==> src/rtl/mlfs_pkg.sv <==
package mlfs_pkg;

  localparam int CFG_AW      = 3;
  localparam int QUEUE_DEPTH = 2;

  // register indexes
  localparam logic REG_BYTES_PER_LINE  = 1'b0;
  localparam logic REG_LINES_PER_FRAME = 1'b1;

  localparam logic [7:0] BPL_RESET = 8'd18;
  localparam logic [7:0] LPF_RESET = 8'd168;

  localparam logic [7:0] CMD_VCOM_HIGH = 8'hC0;
  localparam logic [7:0] CMD_VCOM_LOW  = 8'h80;
  localparam logic [7:0] FILL_BYTE     = 8'h00;

  // byte kinds
  localparam logic [2:0] KIND_CMD     = 3'd0;
  localparam logic [2:0] KIND_ADDR    = 3'd1;
  localparam logic [2:0] KIND_DATA    = 3'd2;
  localparam logic [2:0] KIND_TRAILER = 3'd3;
  localparam logic [2:0] KIND_DUMMY   = 3'd4;

  typedef struct packed {
    logic [7:0] bytes_per_line;
    logic [7:0] lines_per_frame;
  } mlfs_cfg_t;

  // One classified item: which bytes it sends and their contents.
  typedef struct packed {
    logic       has_cmd;
    logic       has_addr;
    logic       has_trl;
    logic       has_dummy;
    logic       vcom;
    logic [7:0] addr;
    logic [7:0] pix;
    logic [7:0] frames;
  } mlfs_job_t;

  function automatic logic [7:0] flip8(input logic [7:0] v);
    logic [7:0] r;
    for (int k = 0; k < 8; k++) begin
      r[7-k] = v[k];
    end
    return r;
  endfunction

endpackage

==> src/rtl/memory_lcd_frame_serializer_top.sv <==
// Memory LCD frame serializer. Takes pixel bytes in raster order on the in_
// channel and emits the SPI byte stream of a memory-LCD frame update on the
// out_ channel, one byte per result item. While idle, an item without
// in_frame_start is dropped; with it, the VCOM bit toggles and the command
// byte (0xC0 or 0x80) goes out, then the same item's pixel starts line 1.
// Each line sends its bit-reversed 1-based number, its data bytes and a 0x00
// trailer; after the last line a 0x00 dummy byte with out_select_release set
// ends the frame and out_frames_done advances. out_run_last marks the last
// byte caused by an input item.
// Rate: the output side delivers one byte per clock while a job is queued and
// out_stall is low; an item produces 1 byte for a plain data byte and up to 5
// at a frame start or end. The input side takes one item per clock while the
// two-entry job queue has room; dropped items take no queue slot. An accepted
// item is written into the job queue, and its first byte then goes into the
// output register. Registers: bytes_per_line at 0x0, lines_per_frame at 0x4;
// write them only while no item is in flight. A value lowered mid-frame ends
// the line or frame at the next item.
module memory_lcd_frame_serializer_top
  import mlfs_pkg::*;
#(
  parameter int QDEPTH = QUEUE_DEPTH
) (
  input  logic              clk,
  input  logic              rst_n,
  // configuration
  input  logic              psel,
  input  logic              penable,
  input  logic              pwrite,
  input  logic [CFG_AW-1:0] paddr,
  input  logic [31:0]       pwdata,
  output logic [31:0]       prdata,
  output logic              pready,
  // pixel items
  input  logic              in_valid,
  output logic              in_stall,
  input  logic              in_frame_start,
  input  logic [7:0]        in_pixel_byte,
  // SPI byte items
  output logic              out_valid,
  input  logic              out_stall,
  output logic [7:0]        out_spi_byte,
  output logic [2:0]        out_byte_kind,
  output logic              out_select_release,
  output logic [7:0]        out_frames_done,
  output logic              out_run_last
);

  mlfs_cfg_t cfg;
  mlfs_job_t fr_job;   // classified item from the front end
  mlfs_job_t hd_job;   // queue head, worked off by the back end
  logic      take;
  logic      push;
  logic      pop;
  logic      q_full;
  logic      q_nonempty;

  // Stall only on a full queue; the front end keeps all frame state.
  assign in_stall = q_full;
  assign take     = in_valid && !in_stall;

  mlfs_regs u_regs (
    .clk     (clk),
    .rst_n   (rst_n),
    .psel    (psel),
    .penable (penable),
    .pwrite  (pwrite),
    .paddr   (paddr),
    .pwdata  (pwdata),
    .prdata  (prdata),
    .pready  (pready),
    .cfg     (cfg)
  );

  // Front end: updates line/position/VCOM/frame count as each non-dropped item
  // is taken and turns it into a job saying which of the five bytes it sends.
  mlfs_front u_front (
    .clk         (clk),
    .rst_n       (rst_n),
    .cfg         (cfg),
    .take        (take),
    .frame_start (in_frame_start),
    .pixel_byte  (in_pixel_byte),
    .push        (push),
    .job         (fr_job)
  );

  mlfs_queue #(
    .DEPTH (QDEPTH)
  ) u_queue (
    .clk      (clk),
    .rst_n    (rst_n),
    .push     (push),
    .wr_job   (fr_job),
    .pop      (pop),
    .full     (q_full),
    .nonempty (q_nonempty),
    .rd_job   (hd_job)
  );

  // Back end: walks the head job's bytes in order into the output register.
  mlfs_back u_back (
    .clk                (clk),
    .rst_n              (rst_n),
    .job_valid          (q_nonempty),
    .job                (hd_job),
    .pop                (pop),
    .out_valid          (out_valid),
    .out_stall          (out_stall),
    .out_spi_byte       (out_spi_byte),
    .out_byte_kind      (out_byte_kind),
    .out_select_release (out_select_release),
    .out_frames_done    (out_frames_done),
    .out_run_last       (out_run_last)
  );

endmodule

==> src/rtl/mlfs_regs.sv <==
module mlfs_regs
  import mlfs_pkg::*;
(
  input  logic              clk,
  input  logic              rst_n,
  input  logic              psel,
  input  logic              penable,
  input  logic              pwrite,
  input  logic [CFG_AW-1:0] paddr,
  input  logic [31:0]       pwdata,
  output logic [31:0]       prdata,
  output logic              pready,
  output mlfs_cfg_t         cfg
);

  logic [7:0] bpl_r, bpl_nxt;
  logic [7:0] lpf_r, lpf_nxt;
  logic       wr_en;
  logic       sel;

  assign pready = 1'b1;
  assign wr_en  = psel & penable & pwrite;
  assign sel    = paddr[2];

  always_comb begin
    bpl_nxt = bpl_r;
    lpf_nxt = lpf_r;
    if (wr_en) begin
      unique case (sel)
        REG_BYTES_PER_LINE:  bpl_nxt = pwdata[7:0];
        REG_LINES_PER_FRAME: lpf_nxt = pwdata[7:0];
        default: ;
      endcase
    end
  end

  always_ff @(posedge clk) begin
    if (!rst_n) begin
      bpl_r <= BPL_RESET;
      lpf_r <= LPF_RESET;
    end else begin
      bpl_r <= bpl_nxt;
      lpf_r <= lpf_nxt;
    end
  end

  always_comb begin
    unique case (sel)
      REG_BYTES_PER_LINE:  prdata = {24'd0, bpl_r};
      REG_LINES_PER_FRAME: prdata = {24'd0, lpf_r};
      default:             prdata = 32'd0;
    endcase
  end

  assign cfg.bytes_per_line  = bpl_r;
  assign cfg.lines_per_frame = lpf_r;

endmodule

==> src/rtl/mlfs_front.sv <==
module mlfs_front
  import mlfs_pkg::*;
(
  input  logic       clk,
  input  logic       rst_n,
  input  mlfs_cfg_t  cfg,
  input  logic       take,
  input  logic       frame_start,
  input  logic [7:0] pixel_byte,
  output logic       push,
  output mlfs_job_t  job
);

  logic       vcom_r, vcom_nxt;
  logic [7:0] line_r, line_nxt;
  logic [7:0] pos_r,  pos_nxt;
  logic [7:0] fc_r,   fc_nxt;

  logic       idle;
  logic [7:0] line_cur;
  logic [7:0] pos_cur;
  logic [7:0] pos_inc;
  logic       line_end;
  logic       frame_end;

  assign idle      = (line_r == 8'd0);
  assign line_cur  = idle ? 8'd1 : line_r;
  assign pos_cur   = idle ? 8'd0 : pos_r;
  assign pos_inc   = pos_cur + 8'd1;
  assign line_end  = (pos_inc >= cfg.bytes_per_line);
  assign frame_end = line_end && (line_cur >= cfg.lines_per_frame);

  // idle items without a frame request are dropped here
  assign push = take && !(idle && !frame_start);

  assign job.has_cmd   = idle;
  assign job.has_addr  = (pos_cur == 8'd0);
  assign job.has_trl   = line_end;
  assign job.has_dummy = frame_end;
  assign job.vcom      = vcom_nxt;
  assign job.addr      = flip8(line_cur);
  assign job.pix       = pixel_byte;
  assign job.frames    = fc_r;

  always_comb begin
    vcom_nxt = idle ? ~vcom_r : vcom_r;
    pos_nxt  = pos_r;
    line_nxt = line_r;
    fc_nxt   = fc_r;
    if (push) begin
      pos_nxt = line_end ? 8'd0 : pos_inc;
      if (frame_end) begin
        line_nxt = 8'd0;
        fc_nxt   = fc_r + 8'd1;
      end else if (line_end) begin
        line_nxt = line_cur + 8'd1;
      end else begin
        line_nxt = line_cur;
      end
    end
  end

  always_ff @(posedge clk) begin
    if (!rst_n) begin
      vcom_r <= 1'b1;
      line_r <= 8'd0;
      pos_r  <= 8'd0;
      fc_r   <= 8'd0;
    end else begin
      if (push) begin
        vcom_r <= vcom_nxt;
      end
      line_r <= line_nxt;
      pos_r  <= pos_nxt;
      fc_r   <= fc_nxt;
    end
  end

endmodule

==> src/rtl/mlfs_queue.sv <==
module mlfs_queue
  import mlfs_pkg::*;
#(
  parameter int DEPTH = QUEUE_DEPTH
) (
  input  logic      clk,
  input  logic      rst_n,
  input  logic      push,
  input  mlfs_job_t wr_job,
  input  logic      pop,
  output logic      full,
  output logic      nonempty,
  output mlfs_job_t rd_job
);

  localparam int PW = (DEPTH > 1) ? $clog2(DEPTH) : 1;
  localparam int CW = $clog2(DEPTH + 1);
  localparam logic [PW-1:0] LAST_IDX = PW'(DEPTH - 1);
  localparam logic [CW-1:0] FULL_CNT = CW'(DEPTH);

  mlfs_job_t         slot_r [DEPTH];
  logic [PW-1:0]     wp_r, wp_nxt;
  logic [PW-1:0]     rp_r, rp_nxt;
  logic [CW-1:0]     cnt_r, cnt_nxt;

  assign full     = (cnt_r == FULL_CNT);
  assign nonempty = (cnt_r != '0);
  assign rd_job   = slot_r[rp_r];

  always_comb begin
    wp_nxt  = wp_r;
    rp_nxt  = rp_r;
    cnt_nxt = cnt_r;
    if (push) begin
      wp_nxt = (wp_r == LAST_IDX) ? '0 : wp_r + PW'(1);
    end
    if (pop) begin
      rp_nxt = (rp_r == LAST_IDX) ? '0 : rp_r + PW'(1);
    end
    if (push && !pop) begin
      cnt_nxt = cnt_r + CW'(1);
    end else if (pop && !push) begin
      cnt_nxt = cnt_r - CW'(1);
    end
  end

  always_ff @(posedge clk) begin
    if (!rst_n) begin
      wp_r  <= '0;
      rp_r  <= '0;
      cnt_r <= '0;
    end else begin
      wp_r  <= wp_nxt;
      rp_r  <= rp_nxt;
      cnt_r <= cnt_nxt;
    end
  end

  always_ff @(posedge clk) begin
    if (push) begin
      slot_r[wp_r] <= wr_job;
    end
  end

endmodule

==> src/rtl/mlfs_back.sv <==
module mlfs_back
  import mlfs_pkg::*;
(
  input  logic       clk,
  input  logic       rst_n,
  input  logic       job_valid,
  input  mlfs_job_t  job,
  output logic       pop,
  output logic       out_valid,
  input  logic       out_stall,
  output logic [7:0] out_spi_byte,
  output logic [2:0] out_byte_kind,
  output logic       out_select_release,
  output logic [7:0] out_frames_done,
  output logic       out_run_last
);

  logic       started_r, started_nxt;
  logic [2:0] phase_r,   phase_nxt;
  logic       ov_r,      ov_nxt;
  logic [7:0] byte_r;
  logic [2:0] kind_r;
  logic       rel_r;
  logic [7:0] fd_r;
  logic       last_r;

  logic       emit;
  logic [2:0] kind_cur;
  logic [2:0] kind_next;
  logic [7:0] byte_cur;
  logic       last_cur;

  assign emit = job_valid && (!ov_r || !out_stall);
  assign pop  = emit && last_cur;

  always_comb begin
    if (started_r) begin
      kind_cur = phase_r;
    end else if (job.has_cmd) begin
      kind_cur = KIND_CMD;
    end else if (job.has_addr) begin
      kind_cur = KIND_ADDR;
    end else begin
      kind_cur = KIND_DATA;
    end
  end

  always_comb begin
    unique case (kind_cur)
      KIND_CMD: begin
        byte_cur  = job.vcom ? CMD_VCOM_HIGH : CMD_VCOM_LOW;
        last_cur  = 1'b0;
        kind_next = KIND_ADDR;
      end
      KIND_ADDR: begin
        byte_cur  = job.addr;
        last_cur  = 1'b0;
        kind_next = KIND_DATA;
      end
      KIND_DATA: begin
        byte_cur  = job.pix;
        last_cur  = !job.has_trl;
        kind_next = KIND_TRAILER;
      end
      KIND_TRAILER: begin
        byte_cur  = FILL_BYTE;
        last_cur  = !job.has_dummy;
        kind_next = KIND_DUMMY;
      end
      default: begin
        byte_cur  = FILL_BYTE;
        last_cur  = 1'b1;
        kind_next = KIND_DATA;
      end
    endcase
  end

  always_comb begin
    started_nxt = started_r;
    phase_nxt   = phase_r;
    if (emit) begin
      started_nxt = !last_cur;
      phase_nxt   = kind_next;
    end
    ov_nxt = emit ? 1'b1 : (ov_r && out_stall);
  end

  always_ff @(posedge clk) begin
    if (!rst_n) begin
      started_r <= 1'b0;
      phase_r   <= KIND_CMD;
      ov_r      <= 1'b0;
    end else begin
      started_r <= started_nxt;
      phase_r   <= phase_nxt;
      ov_r      <= ov_nxt;
    end
  end

  always_ff @(posedge clk) begin
    if (emit) begin
      byte_r <= byte_cur;
      kind_r <= kind_cur;
      rel_r  <= (kind_cur == KIND_DUMMY);
      fd_r   <= (kind_cur == KIND_DUMMY) ? job.frames + 8'd1 : job.frames;
      last_r <= last_cur;
    end
  end

  assign out_valid          = ov_r;
  assign out_spi_byte       = byte_r;
  assign out_byte_kind      = kind_r;
  assign out_select_release = rel_r;
  assign out_frames_done    = fd_r;
  assign out_run_last       = last_r;

endmodule

==> config.mk <==
export PLATFORM = sky130hd
export DESIGN_NAME = memory_lcd_frame_serializer_top
export DESIGN_NICKNAME = d
export VERILOG_FILES = /design/src/rtl/mlfs_pkg.sv /design/src/rtl/memory_lcd_frame_serializer_top.sv /design/src/rtl/mlfs_regs.sv /design/src/rtl/mlfs_front.sv /design/src/rtl/mlfs_queue.sv /design/src/rtl/mlfs_back.sv
export SDC_FILE = /design/constraint.sdc
export NUM_CORES = 1
export LEC_CHECK = 0
export BUFFER_PORTS_ARGS = -buffer_cell sky130_fd_sc_hd__buf_4
export CORE_AREA = 3 3 112 157
export CTS_BUF_LIST = sky130_fd_sc_hd__clkbuf_4 sky130_fd_sc_hd__clkbuf_8 sky130_fd_sc_hd__clkbuf_16
export DETAILED_ROUTE_END_ITERATION = 6
export DIE_AREA = 0 0 115 160
export HOLD_SLACK_MARGIN = 0.15
export PLACE_DENSITY = 0.67
export SKIP_CTS_REPAIR_TIMING = 1
export SLEW_MARGIN = 5
export SYNTH_ARGS = -nofsm -noshare
export SYNTH_HDL_FRONTEND = slang
export SYNTH_SLANG_ARGS = --single-unit
==> constraint.sdc <==
create_clock -name clk -period 3.9 [get_ports clk]
set_input_delay 0.585 -clock clk [delete_from_list [all_inputs] [get_ports clk]]
set_output_delay 0.585 -clock clk [all_outputs]
set_load 0.01 [all_outputs]
==> results_dict.tcl, run 1 <==
set metrics [dict create \
    core_um2 16200 \
    peakVddDrop_mv 0.325 \
    status "finished clean" \
    start_util_pct 38.0 \
    io_pins 107 \
    grt_pass1_wl_mm 19.6 \
    clock_sinks 130 \
    synth-seq-cells 130 \
    rsz0062_at_grt "false" \
    multi_input_area_um2 2450 \
    cts_tree "yes" \
    grt_max_degree 61 \
    avgSynthCellArea_um2 11.0 \
    slowest_delay_ns 0.61 \
    track_usage_pct 13.2 \
    crit_type "flop to flop" \
    avgViaCountPerCell 5.05 \
    synthFlopType "edfxtp_1" \
    p_leak_uw 0.00270 \
    grt_overflow 0 \
    async_flop_share_pct 0 \
    p_seq_share_pct 41.0 \
    antenna_found_initial 0 \
    htreeDepth 4 \
    ys_warn_count 0 \
    io_buffers 55 \
    endpoint_kind "flop" \
    timing.critical_path.arrival_ns 3.97 \
    yosysTopAreaCell "edfxtp_1" \
    fin_crit_ns 3.63 \
    drive_gt1_share_pct 17.9 \
    root_buffer "clkbuf_16" \
    worst_setup_path_start_kind "flop" \
    max_freq_mhz 276 \
    yosysMostFrequentCell "edfxtp_1" \
    dieWidth_um 115 \
    synthTopCellsByArea "edfxtp_1 (38%), dfxtp_1 (17%), mux2i_1 (4.9%)" \
    routedWlPerCell_um 14.2 \
    syn2layout_area_growth_pct 18.6 \
    worst_slew_margin_rel_pct 37.1 \
    die_h_um 160 \
    timing.clock.skew_ns 0.00943 \
    p_int_uw 3160 \
    drv_cap 0 \
    clk_pin_slew_ns 0.06 \
    clkPwrFrac_pct 37.4 \
    rows 55 \
    crit_required_ns 4.24 \
    diodes 0 \
    first_pass_iters 4 \
    finalWorstSetupSlack_ns 0.270 \
    setup_viol_count_final 0 \
    powerDensity_nw_per_um2 604 \
    grt_pass1_vias 4213 \
    dp_hpwl_mm 8.42 \
    netlist_instances 562 \
    crit_buf_inv 2 \
    regArea_um2 3390 \
    final_hold_viol_count 0 \
    switching_share_pct 28.4 \
    fillCellCount 1486 \
    tightest_slew_ns 0.936 \
    preCtsSetupSlack_ns 0.326 \
    crit_family "simple AND/OR/NAND/NOR gates" \
    clk_path_buf_depth 2 \
    synthTopCellsByCount "edfxtp_1 (79), nand2_1 (69), dfxtp_1 (51)" \
    hold_path_class "input port to flop" \
    p_sw_uw 1250 \
    ant_nets 0 \
    period_share_pct 93.1 \
    setup_tns_ns 0 \
    crit_chain "or4_1 -> or2_4 -> and2_1 -> ha_1 -> inv_1 -> o21ai_0 -> a21oi_1 -> ha_1 -> nand2_1 -> o21ai_0 -> a31oi_2 -> buf_12 -> or4_1 -> a21oi_1" \
    yosysSeqAreaShare_pct 55.0 \
    ys_types 58 \
    reg2reg_from "u_front.line_r[4]" \
    synth_edf_count 79 \
    cp-startpoint "u_front.line_r[4]" \
    maxSlewViolCount 0 \
    vias 4173 \
    cp_max_fo 30 \
    drc_errors 0 \
    clock_latency_ns 0.41 \
    gp_congestion 0.821 \
    power_frac_comb_pct 21.6 \
    syn-cell-area_um2 6170 \
    yosysTopAreaCellShare_pct 38.4 \
    die_area_um2 18400 \
    wirelength_mm 11.7 \
    slowest_stage "or4_1" \
    cts_made_buffers 17 \
    hp-start "in_pixel_byte[2]" \
    drt_iter0_markers 228 \
    nNetsFinal 686 \
]
==> worst register-to-register path, delay by kind of cell (launching register included) <==
kind            cells  cell delay [ns]
compound gates      5             0.81
fa+ha+maj           2             0.41
buf+inv             2             0.27
flops               1             0.38
simple gates        5             1.70
==> power by group through the flow <==
stage	combinational [uW]	clock, uW	sequential (uW)
floorplan	625	0	1860
global placement	943	0	1830
detailed placement	967	0	1840
CTS	972	1690	1810
global route	1050	1750	1830
finish	954	1650	1810
==> cell type report <==
class                           instances  area share (%)
Timing Repair Buffer                   64            6.74
Tap cell                              199            3.40
Inverter                               31            1.59
Clock inverter                         15            2.68
Clock buffer                           17            5.81
Sequential cell                       130            46.4
Multi-Input combinational cell        370            33.4
==> worst paths after layout <==
check	cells past startpoint	endpoint	slack, ns
max	14	u_front.line_r[7]	0.27
min	1	u_queue.slot_r[0][10]	0.36
max reg2reg	14	u_front.line_r[7]	0.27
min reg2reg	2	u_regs.bpl_r[3]	0.47
==> layout by cell type (no fill, tap or decap), types with 8 or more instances in the layout <==
cell type,n
edfxtp_1,79
nand2_1,69
buf_4,63
dfxtp_1,51
inv_1,30
mux2i_1,30
conb_1,25
nand3_1,22
a21boi_0,21
ha_1,21
o21ai_0,19
clkbuf_16,17
a21oi_1,16
nand2b_1,15
nor2_1,10
nor3_1,10
o22ai_1,8
==> metal layers <==
layer | wire length (um) | vias up | GRT usage (%)
met4 | 150 | 0 | 5.71
met5 | 0 | - | 0
met2 | 6440 | 99 | 23.9
li1 | - | 2075 | -
met1 | 4670 | 1987 | 14.1
met3 | 486 | 12 | 3.41
==> registers in the layout, indices dropped and copies added, names as in the netlist, 8 cells and up, named ones only <==
name and flops:
u_queue.slot_r 58, u_front.line_r 8, u_back.out_spi_byte 8, u_regs.bpl_r 8, u_front.fc_r 8, u_front.pos_r 8
u_back.out_frames_done 8, u_regs.lpf_r 8
==> stage by stage <==
step / std cells / cell area (um2) / utilization [%] / power, uW / hold slack, ns
after detailed placement: 794 / 6700 / 41.2 / 2810 / 0.459
final: 826 / 7320 / 45.1 / 4420 / 0.360
after global routing: 826 / 7320 / 45.1 / 4630 / 0.340
after CTS: 826 / 7320 / 45.1 / 4470 / 0.340
after global placement: 794 / 6700 / 41.2 / 2770 / 0.450
after floorplan: 585 / 6260 / - / 2490 / 0.439
==> cells by family after synthesis <==
family / synth area share (%)
XOR/XNOR: 1.99
multiplexers: 6.14
adder cells (fa/ha/maj): 4.26
buffers and inverters: 6.99
other: 0.122
flip-flops: 55.0
AO/OA/AOI/OAI: 10.9
AND/OR/NAND/NOR: 14.6
No activity file was read; power rests on OpenSTA's default activity.
==> inputs of run 2 (changes only) <==
Settings changed: ABC_AREA set to 1, BUFFER_PORTS_ARGS -buffer_cell sky130_fd_sc_hd__buf_4 to unset, CORE_AREA 3 3 112 157 to 3 3 114 160, DIE_AREA 0 0 115 160 to 0 0 117 163, DONT_BUFFER_PORTS set to 1, PLACE_DENSITY 0.67 to 0.61.
==> run 2 against run 1 <==
Sequential power is 6% lower; clock skew about the same; cell count increased by 9.6%; wire length is 3.6% higher; worst setup slack improved by 0.31 ns; synthesized cell count rose by 23%; register-to-register slack improved by 0.31 ns; sequential share of layout area rose by 2.1 points; critical path type unchanged; largest cell class unchanged; largest power group unchanged.
==> results_dict.tcl, run 2 <==
set metrics [dict create \
    syn2layout_area_growth_pct 9.97 \
    dp_cells 873 \
    yosysSeqAreaShare_pct 53.3 \
    grt_overflow 0 \
    netlist_instances 690 \
    status "finished clean" \
    avgViaCountPerCell 4.72 \
    timing.critical_path.arrival_ns 3.64 \
    avgSynthCellArea_um2 9.22 \
    synth_top_family_by_area "simple AND/OR/NAND/NOR gates" \
    setup_viol_count_final 0 \
    clock_latency_ns 0.42 \
    worst_slew_margin_rel_pct 35.4 \
    synthTopCellsByArea "edfxtp_1 (37%), dfxtp_1 (16%), nand2_1 (11%)" \
    peakVddDrop_mv 0.305 \
    first_pass_iters 4 \
    stdcell_count 905 \
    nNetsFinal 761 \
    hold_path_class "input port to flop" \
    grt_max_degree 31 \
    grt_pass1_vias 4106 \
    yosysTopAreaCellShare_pct 37.3 \
    die_h_um 163 \
    track_usage_pct 14.1 \
    ant_nets 0 \
    cp_max_fo 12 \
    mostFrequentLayoutCell "nand2_1" \
    clk_path_buf_depth 2 \
    die_area_um2 19100 \
    core_um2 16800 \
    synth-simple-area-share_pct 22.2 \
    period_share_pct 85.2 \
    rsz0062_at_grt "false" \
    timing.clock.skew_ns 0.00911 \
    final_cell_mix "nand2_1 (182), edfxtp_1 (79), inv_1 (62)" \
    async_flop_share_pct 0 \
    rows 56 \
    powerDensity_nw_per_um2 512 \
    holdPathStages 0 \
    clock_sinks 130 \
    fin_crit_ns 3.32 \
    drc_errors 0 \
    htreeDepth 4 \
    r2r_cells 18 \
    yosysTopAreaCell "edfxtp_1" \
    synthFlopType "edfxtp_1" \
    maxSlewViolCount 0 \
    endpoint_kind "flop" \
    tightest_slew_ns 0.968 \
    crit_type "flop to flop" \
    setup_tns_ns 0 \
    largest_reg_flops 58 \
    yosysMostFrequentCell "nand2_1" \
    worst_setup_path_start_kind "flop" \
    diodes 0 \
    dp_hpwl_mm 8.57 \
    synth_edf_count 79 \
    dieWidth_um 117 \
    drv_cap 0 \
    drt_iter0_markers 247 \
    syn-cell-area_um2 6360 \
    cts_made_buffers 17 \
    wirelength_mm 12.2 \
    io_buffers 0 \
    ys_types 45 \
    vias 4271 \
    grt_pass1_wl_mm 20.5 \
    gp_congestion 0.824 \
    ys_warn_count 0 \
    io_pins 107 \
    antenna_found_initial 0 \
    synth-seq-cells 130 \
    max_freq_mhz 301 \
    final_hold_viol_count 0 \
    p_leak_uw 0.00287 \
    synth_compound_area_share_pct 8.65 \
    start_util_pct 37.8 \
    routedWlPerCell_um 13.5 \
    clk_pin_slew_ns 0.06 \
    synth_xor_xnor_area_share_pct 2.46 \
    muxShareOfSynthArea_pct 0.315 \
    cts_tree "yes" \
    crit_required_ns 4.22 \
    regMostFlops "u_queue.slot_r" \
    hold_slack_ns 0.254 \
    synthTopCellsByCount "nand2_1 (182), edfxtp_1 (79), inv_1 (62)" \
    yosys.area_share.adder_pct 4.13 \
    drive_gt1_share_pct 12.3 \
    root_buffer "clkbuf_16" \
    p_total_uw 3580 \
]
-- run 2: metrics by stage --
step	cell area (um2)	worst slack, ns	util (%)
floorplan	6450	1.18	-
global placement	6430	0.627	38.3
detailed placement	6430	0.544	38.3
CTS	7000	0.522	41.6
global route	7000	0.227	41.6
finish	7000	0.578	41.6
-- run 2: kinds of logic after synthesis --
logic type | after synthesis
flip-flops | 130
XOR/XNOR | 17
AND/OR/NAND/NOR | 308
adder cells (fa/ha/maj) | 21
buffers and inverters | 115
multiplexers | 2
other | 2
AO/OA/AOI/OAI | 95
-- run 2: layout make-up --
type | instances | area [um2]
clock inverter | 14 | 129
tap | 203 | 254
timing repair buffer | 4 | 30.0
multi-input combinational | 468 | 2500
clock buffer | 18 | 433
sequential | 130 | 3390
inverter | 68 | 255
fill | 1671 | 9820
-- run 2: worst paths after layout --
path / start / slack [ns] / to
hold reg to reg: u_front.pos_r[7] / 0.47 / u_front.pos_r[7]
setup / recovery: u_front.line_r[7] / 0.58 / u_front.line_r[3]
hold / removal: in_pixel_byte[5] / 0.25 / u_queue.slot_r[0][13]
setup reg to reg: u_front.line_r[7] / 0.58 / u_front.line_r[3]
-- run 2: metal layers --
| layer | up-vias | track usage [%] | part of all wire [%] |
|---|---|---|---|
| li1 | 2220 | - | - |
| met1 | 1940 | 16.0 | 42 |
| met2 | 94 | 23.8 | 51 |
| met3 | 17 | 4.83 | 5.1 |
| met4 | 0 | 5.74 | 1.8 |
| met5 | - | 0 | 0 |
-- run 2: power breakdown --
group          internal (uW)  switching, uW  total (uW)  leakage [uW]
Combinational            106            271         378       0.00145
Clock                    890            619        1510      0.000273
Sequential              1620           80.1        1700       0.00115
-- run 2: critical path: stages (launching register included) --
cell     delay (ns)
dfxtp_1        0.49
nor2_2         0.06
nand2_2        0.10
inv_2          0.05
nand2_4        0.17
nand2_1        0.13
inv_1          0.11
ha_1           0.24
nand3_1        0.11
xor2_1         0.27
ha_1           0.21
a21oi_1        0.06
o21a_2         0.24
nand2_4        0.16
nand2_2        0.12
nor2_2         0.42
nand2_1        0.11
nand2_1        0.09
nor2_1         0.05
==> inputs of run 3 (changes only) <==
Settings changed: CORE_AREA 3 3 114 160 to 3 3 128 179, DIE_AREA 0 0 117 163 to 0 0 131 182, PLACE_DENSITY 0.61 to 0.53.
==> run 3 against run 2 <==
Register-to-register slack hardly changed; largest power group unchanged; global-route usage is 2.3 points lower; design area is 2.0% higher; count of clock-buffer cells in the layout stayed put; critical endpoint is now u_front.fc_r[3].
==> results_dict.tcl, run 3 (synthesized netlist as in run 2, its figures left out) <==
set metrics [dict create \
    diodes 0 \
    cts_made_buffers 17 \
    rows 63 \
    peakVddDrop_mv 0.348 \
    holdPathStages 0 \
    rsz0062_at_grt "false" \
    clock_sinks 130 \
    fin_crit_ns 3.33 \
    clk_pin_slew_ns 0.06 \
    stdcell_count 995 \
    timing.clock.skew_ns 0.00976 \
    slowest_delay_ns 0.50 \
    root_buffer "clkbuf_16" \
    worst_slew_margin_rel_pct 27.4 \
    mostFrequentLayoutCell "nand2_1" \
    final_cell_mix "nand2_1 (182), edfxtp_1 (79), inv_1 (62)" \
    htreeDepth 4 \
    io_buffers 0 \
    crit_buf_inv 2 \
    first_pass_iters 4 \
    largest_reg_flops 58 \
    cts_tree "yes" \
    die_area_um2 23800 \
    period_share_pct 85.5 \
    die_h_um 182 \
    crit_type "flop to flop" \
    hold_path_class "input port to flop" \
    start_util_pct 29.8 \
    regMostFlops "u_queue.slot_r" \
    drv_cap 0 \
    avgViaCountPerCell 4.36 \
    drc_errors 0 \
    maxSlewViolCount 0 \
    gp_congestion 0.748 \
    grt_pass1_vias 4305 \
    powerDensity_nw_per_um2 513 \
    setup_viol_count_final 0 \
    syn2layout_area_growth_pct 12.2 \
    setup_tns_ns 0 \
    endpoint_kind "flop" \
    drive_gt1_share_pct 12.4 \
    wirelength_mm 13.0 \
    regArea_um2 3390 \
    core_um2 21400 \
    cp_max_fo 12 \
    cpMostUsedCell "nand2_1" \
    clk_path_buf_depth 2 \
    dieWidth_um 131 \
    multi_input_area_um2 2500 \
    final_hold_viol_count 0 \
    slowest_stage "dfxtp_1" \
    grt_pass1_wl_mm 21.7 \
    worst_setup_path_start_kind "flop" \
    routedWlPerCell_um 13.0 \
    p_leak_uw 0.00289 \
    timing.critical_path.arrival_ns 3.66 \
    p_total_uw 3660 \
    status "finished clean" \
    antenna_found_initial 0 \
    crit_required_ns 4.23 \
    drt_iter0_markers 169 \
    cp.depth 17 \
    clock_latency_ns 0.42 \
    ant_nets 0 \
    nNetsFinal 762 \
    max_freq_mhz 300 \
    dp_cells 963 \
    io_pins 107 \
    dp_hpwl_mm 9.16 \
    grt_overflow 0 \
    vias 4336 \
    fillCellCount 2204 \
    crit_family "simple AND/OR/NAND/NOR gates" \
    grt_max_degree 30 \
    r2r_cells 17 \
    crit_chain "nor2_2 -> nand2_2 -> inv_2 -> nand2_4 -> nand2_1 -> inv_1 -> ha_1 -> nand3_1 -> and2_1 -> ha_1 -> nand2_1 -> o21a_2 -> nand2_4 -> nand2_2 -> nor2_2 -> nand2_1 -> a21oi_1" \
    track_usage_pct 11.7 \
    tightest_slew_ns 1.09 \
]
## run 3: cell types whose count changed in the layout (fill, tap and decap cells not counted)
| cell | change |
|---|---|
| buf_4 | +1 |
| inv_6 | +2 |
| clkinv_4 | -1 |
| bufinv_16 | +1 |
| clkinv_2 | -1 |
| inv_8 | -1 |
## run 3: where the power goes
group / total (uW) / leakage [uW] / internal [uW] / switching, uW
registers: 1700 / 0.00115 / 1620 / 82.3
logic: 384 / 0.00146 / 107 / 277
clock network: 1580 / 0.000282 / 956 / 623
## run 3: worst paths after layout
check / start / end / slack [ns]
setup reg to reg: u_front.line_r[7] / u_front.fc_r[3] / 0.57
hold reg to reg: u_front.pos_r[7] / u_front.pos_r[7] / 0.46
hold / removal: in_pixel_byte[1] / u_queue.slot_r[0][9] / 0.26
setup / recovery: u_front.line_r[7] / u_front.fc_r[3] / 0.57
## run 3: stage by stage
stage	util, %	hold WS [ns]	setup slack (ns)	area [um2]
after global placement	30.7	0.454	0.591	6550
final	33.4	0.260	0.567	7140
after floorplan	-	0.444	1.18	6450
after CTS	33.4	0.239	0.527	7140
after detailed placement	30.7	0.459	0.553	6550
after global routing	33.4	0.232	0.172	7140
## run 3: worst register-to-register path, cell delays in order (launching register included)
cell	delay, ns
dfxtp_1	0.50
nor2_2	0.06
nand2_2	0.11
inv_2	0.05
nand2_4	0.18
nand2_1	0.13
inv_1	0.10
ha_1	0.23
nand3_1	0.11
and2_1	0.19
ha_1	0.27
nand2_1	0.06
o21a_2	0.26
nand2_4	0.16
nand2_2	0.14
nor2_2	0.42
nand2_1	0.10
a21oi_1	0.16
## run 3: layout make-up
type                    instances  share of cell area, %
flip-flops and latches        130                   47.5
well taps                     292                   5.12
repair buffers                  5                  0.526
multi-input cells             468                   35.1
inverters                      68                   3.58
clock buffers                  18                   6.06
clock inverters                14                   2.12
## run 3: layer usage
layer | part of all wire (%) | vias to the layer above | routed length (um) | GRT usage, %
met5 | 0 | - | 0 | 0
met4 | 2.0 | 0 | 257 | 4.73
met3 | 6.0 | 17 | 773 | 3.83
met2 | 51 | 113 | 6580 | 20.1
met1 | 41 | 1987 | 5350 | 13.2
li1 | - | 2219 | - | -
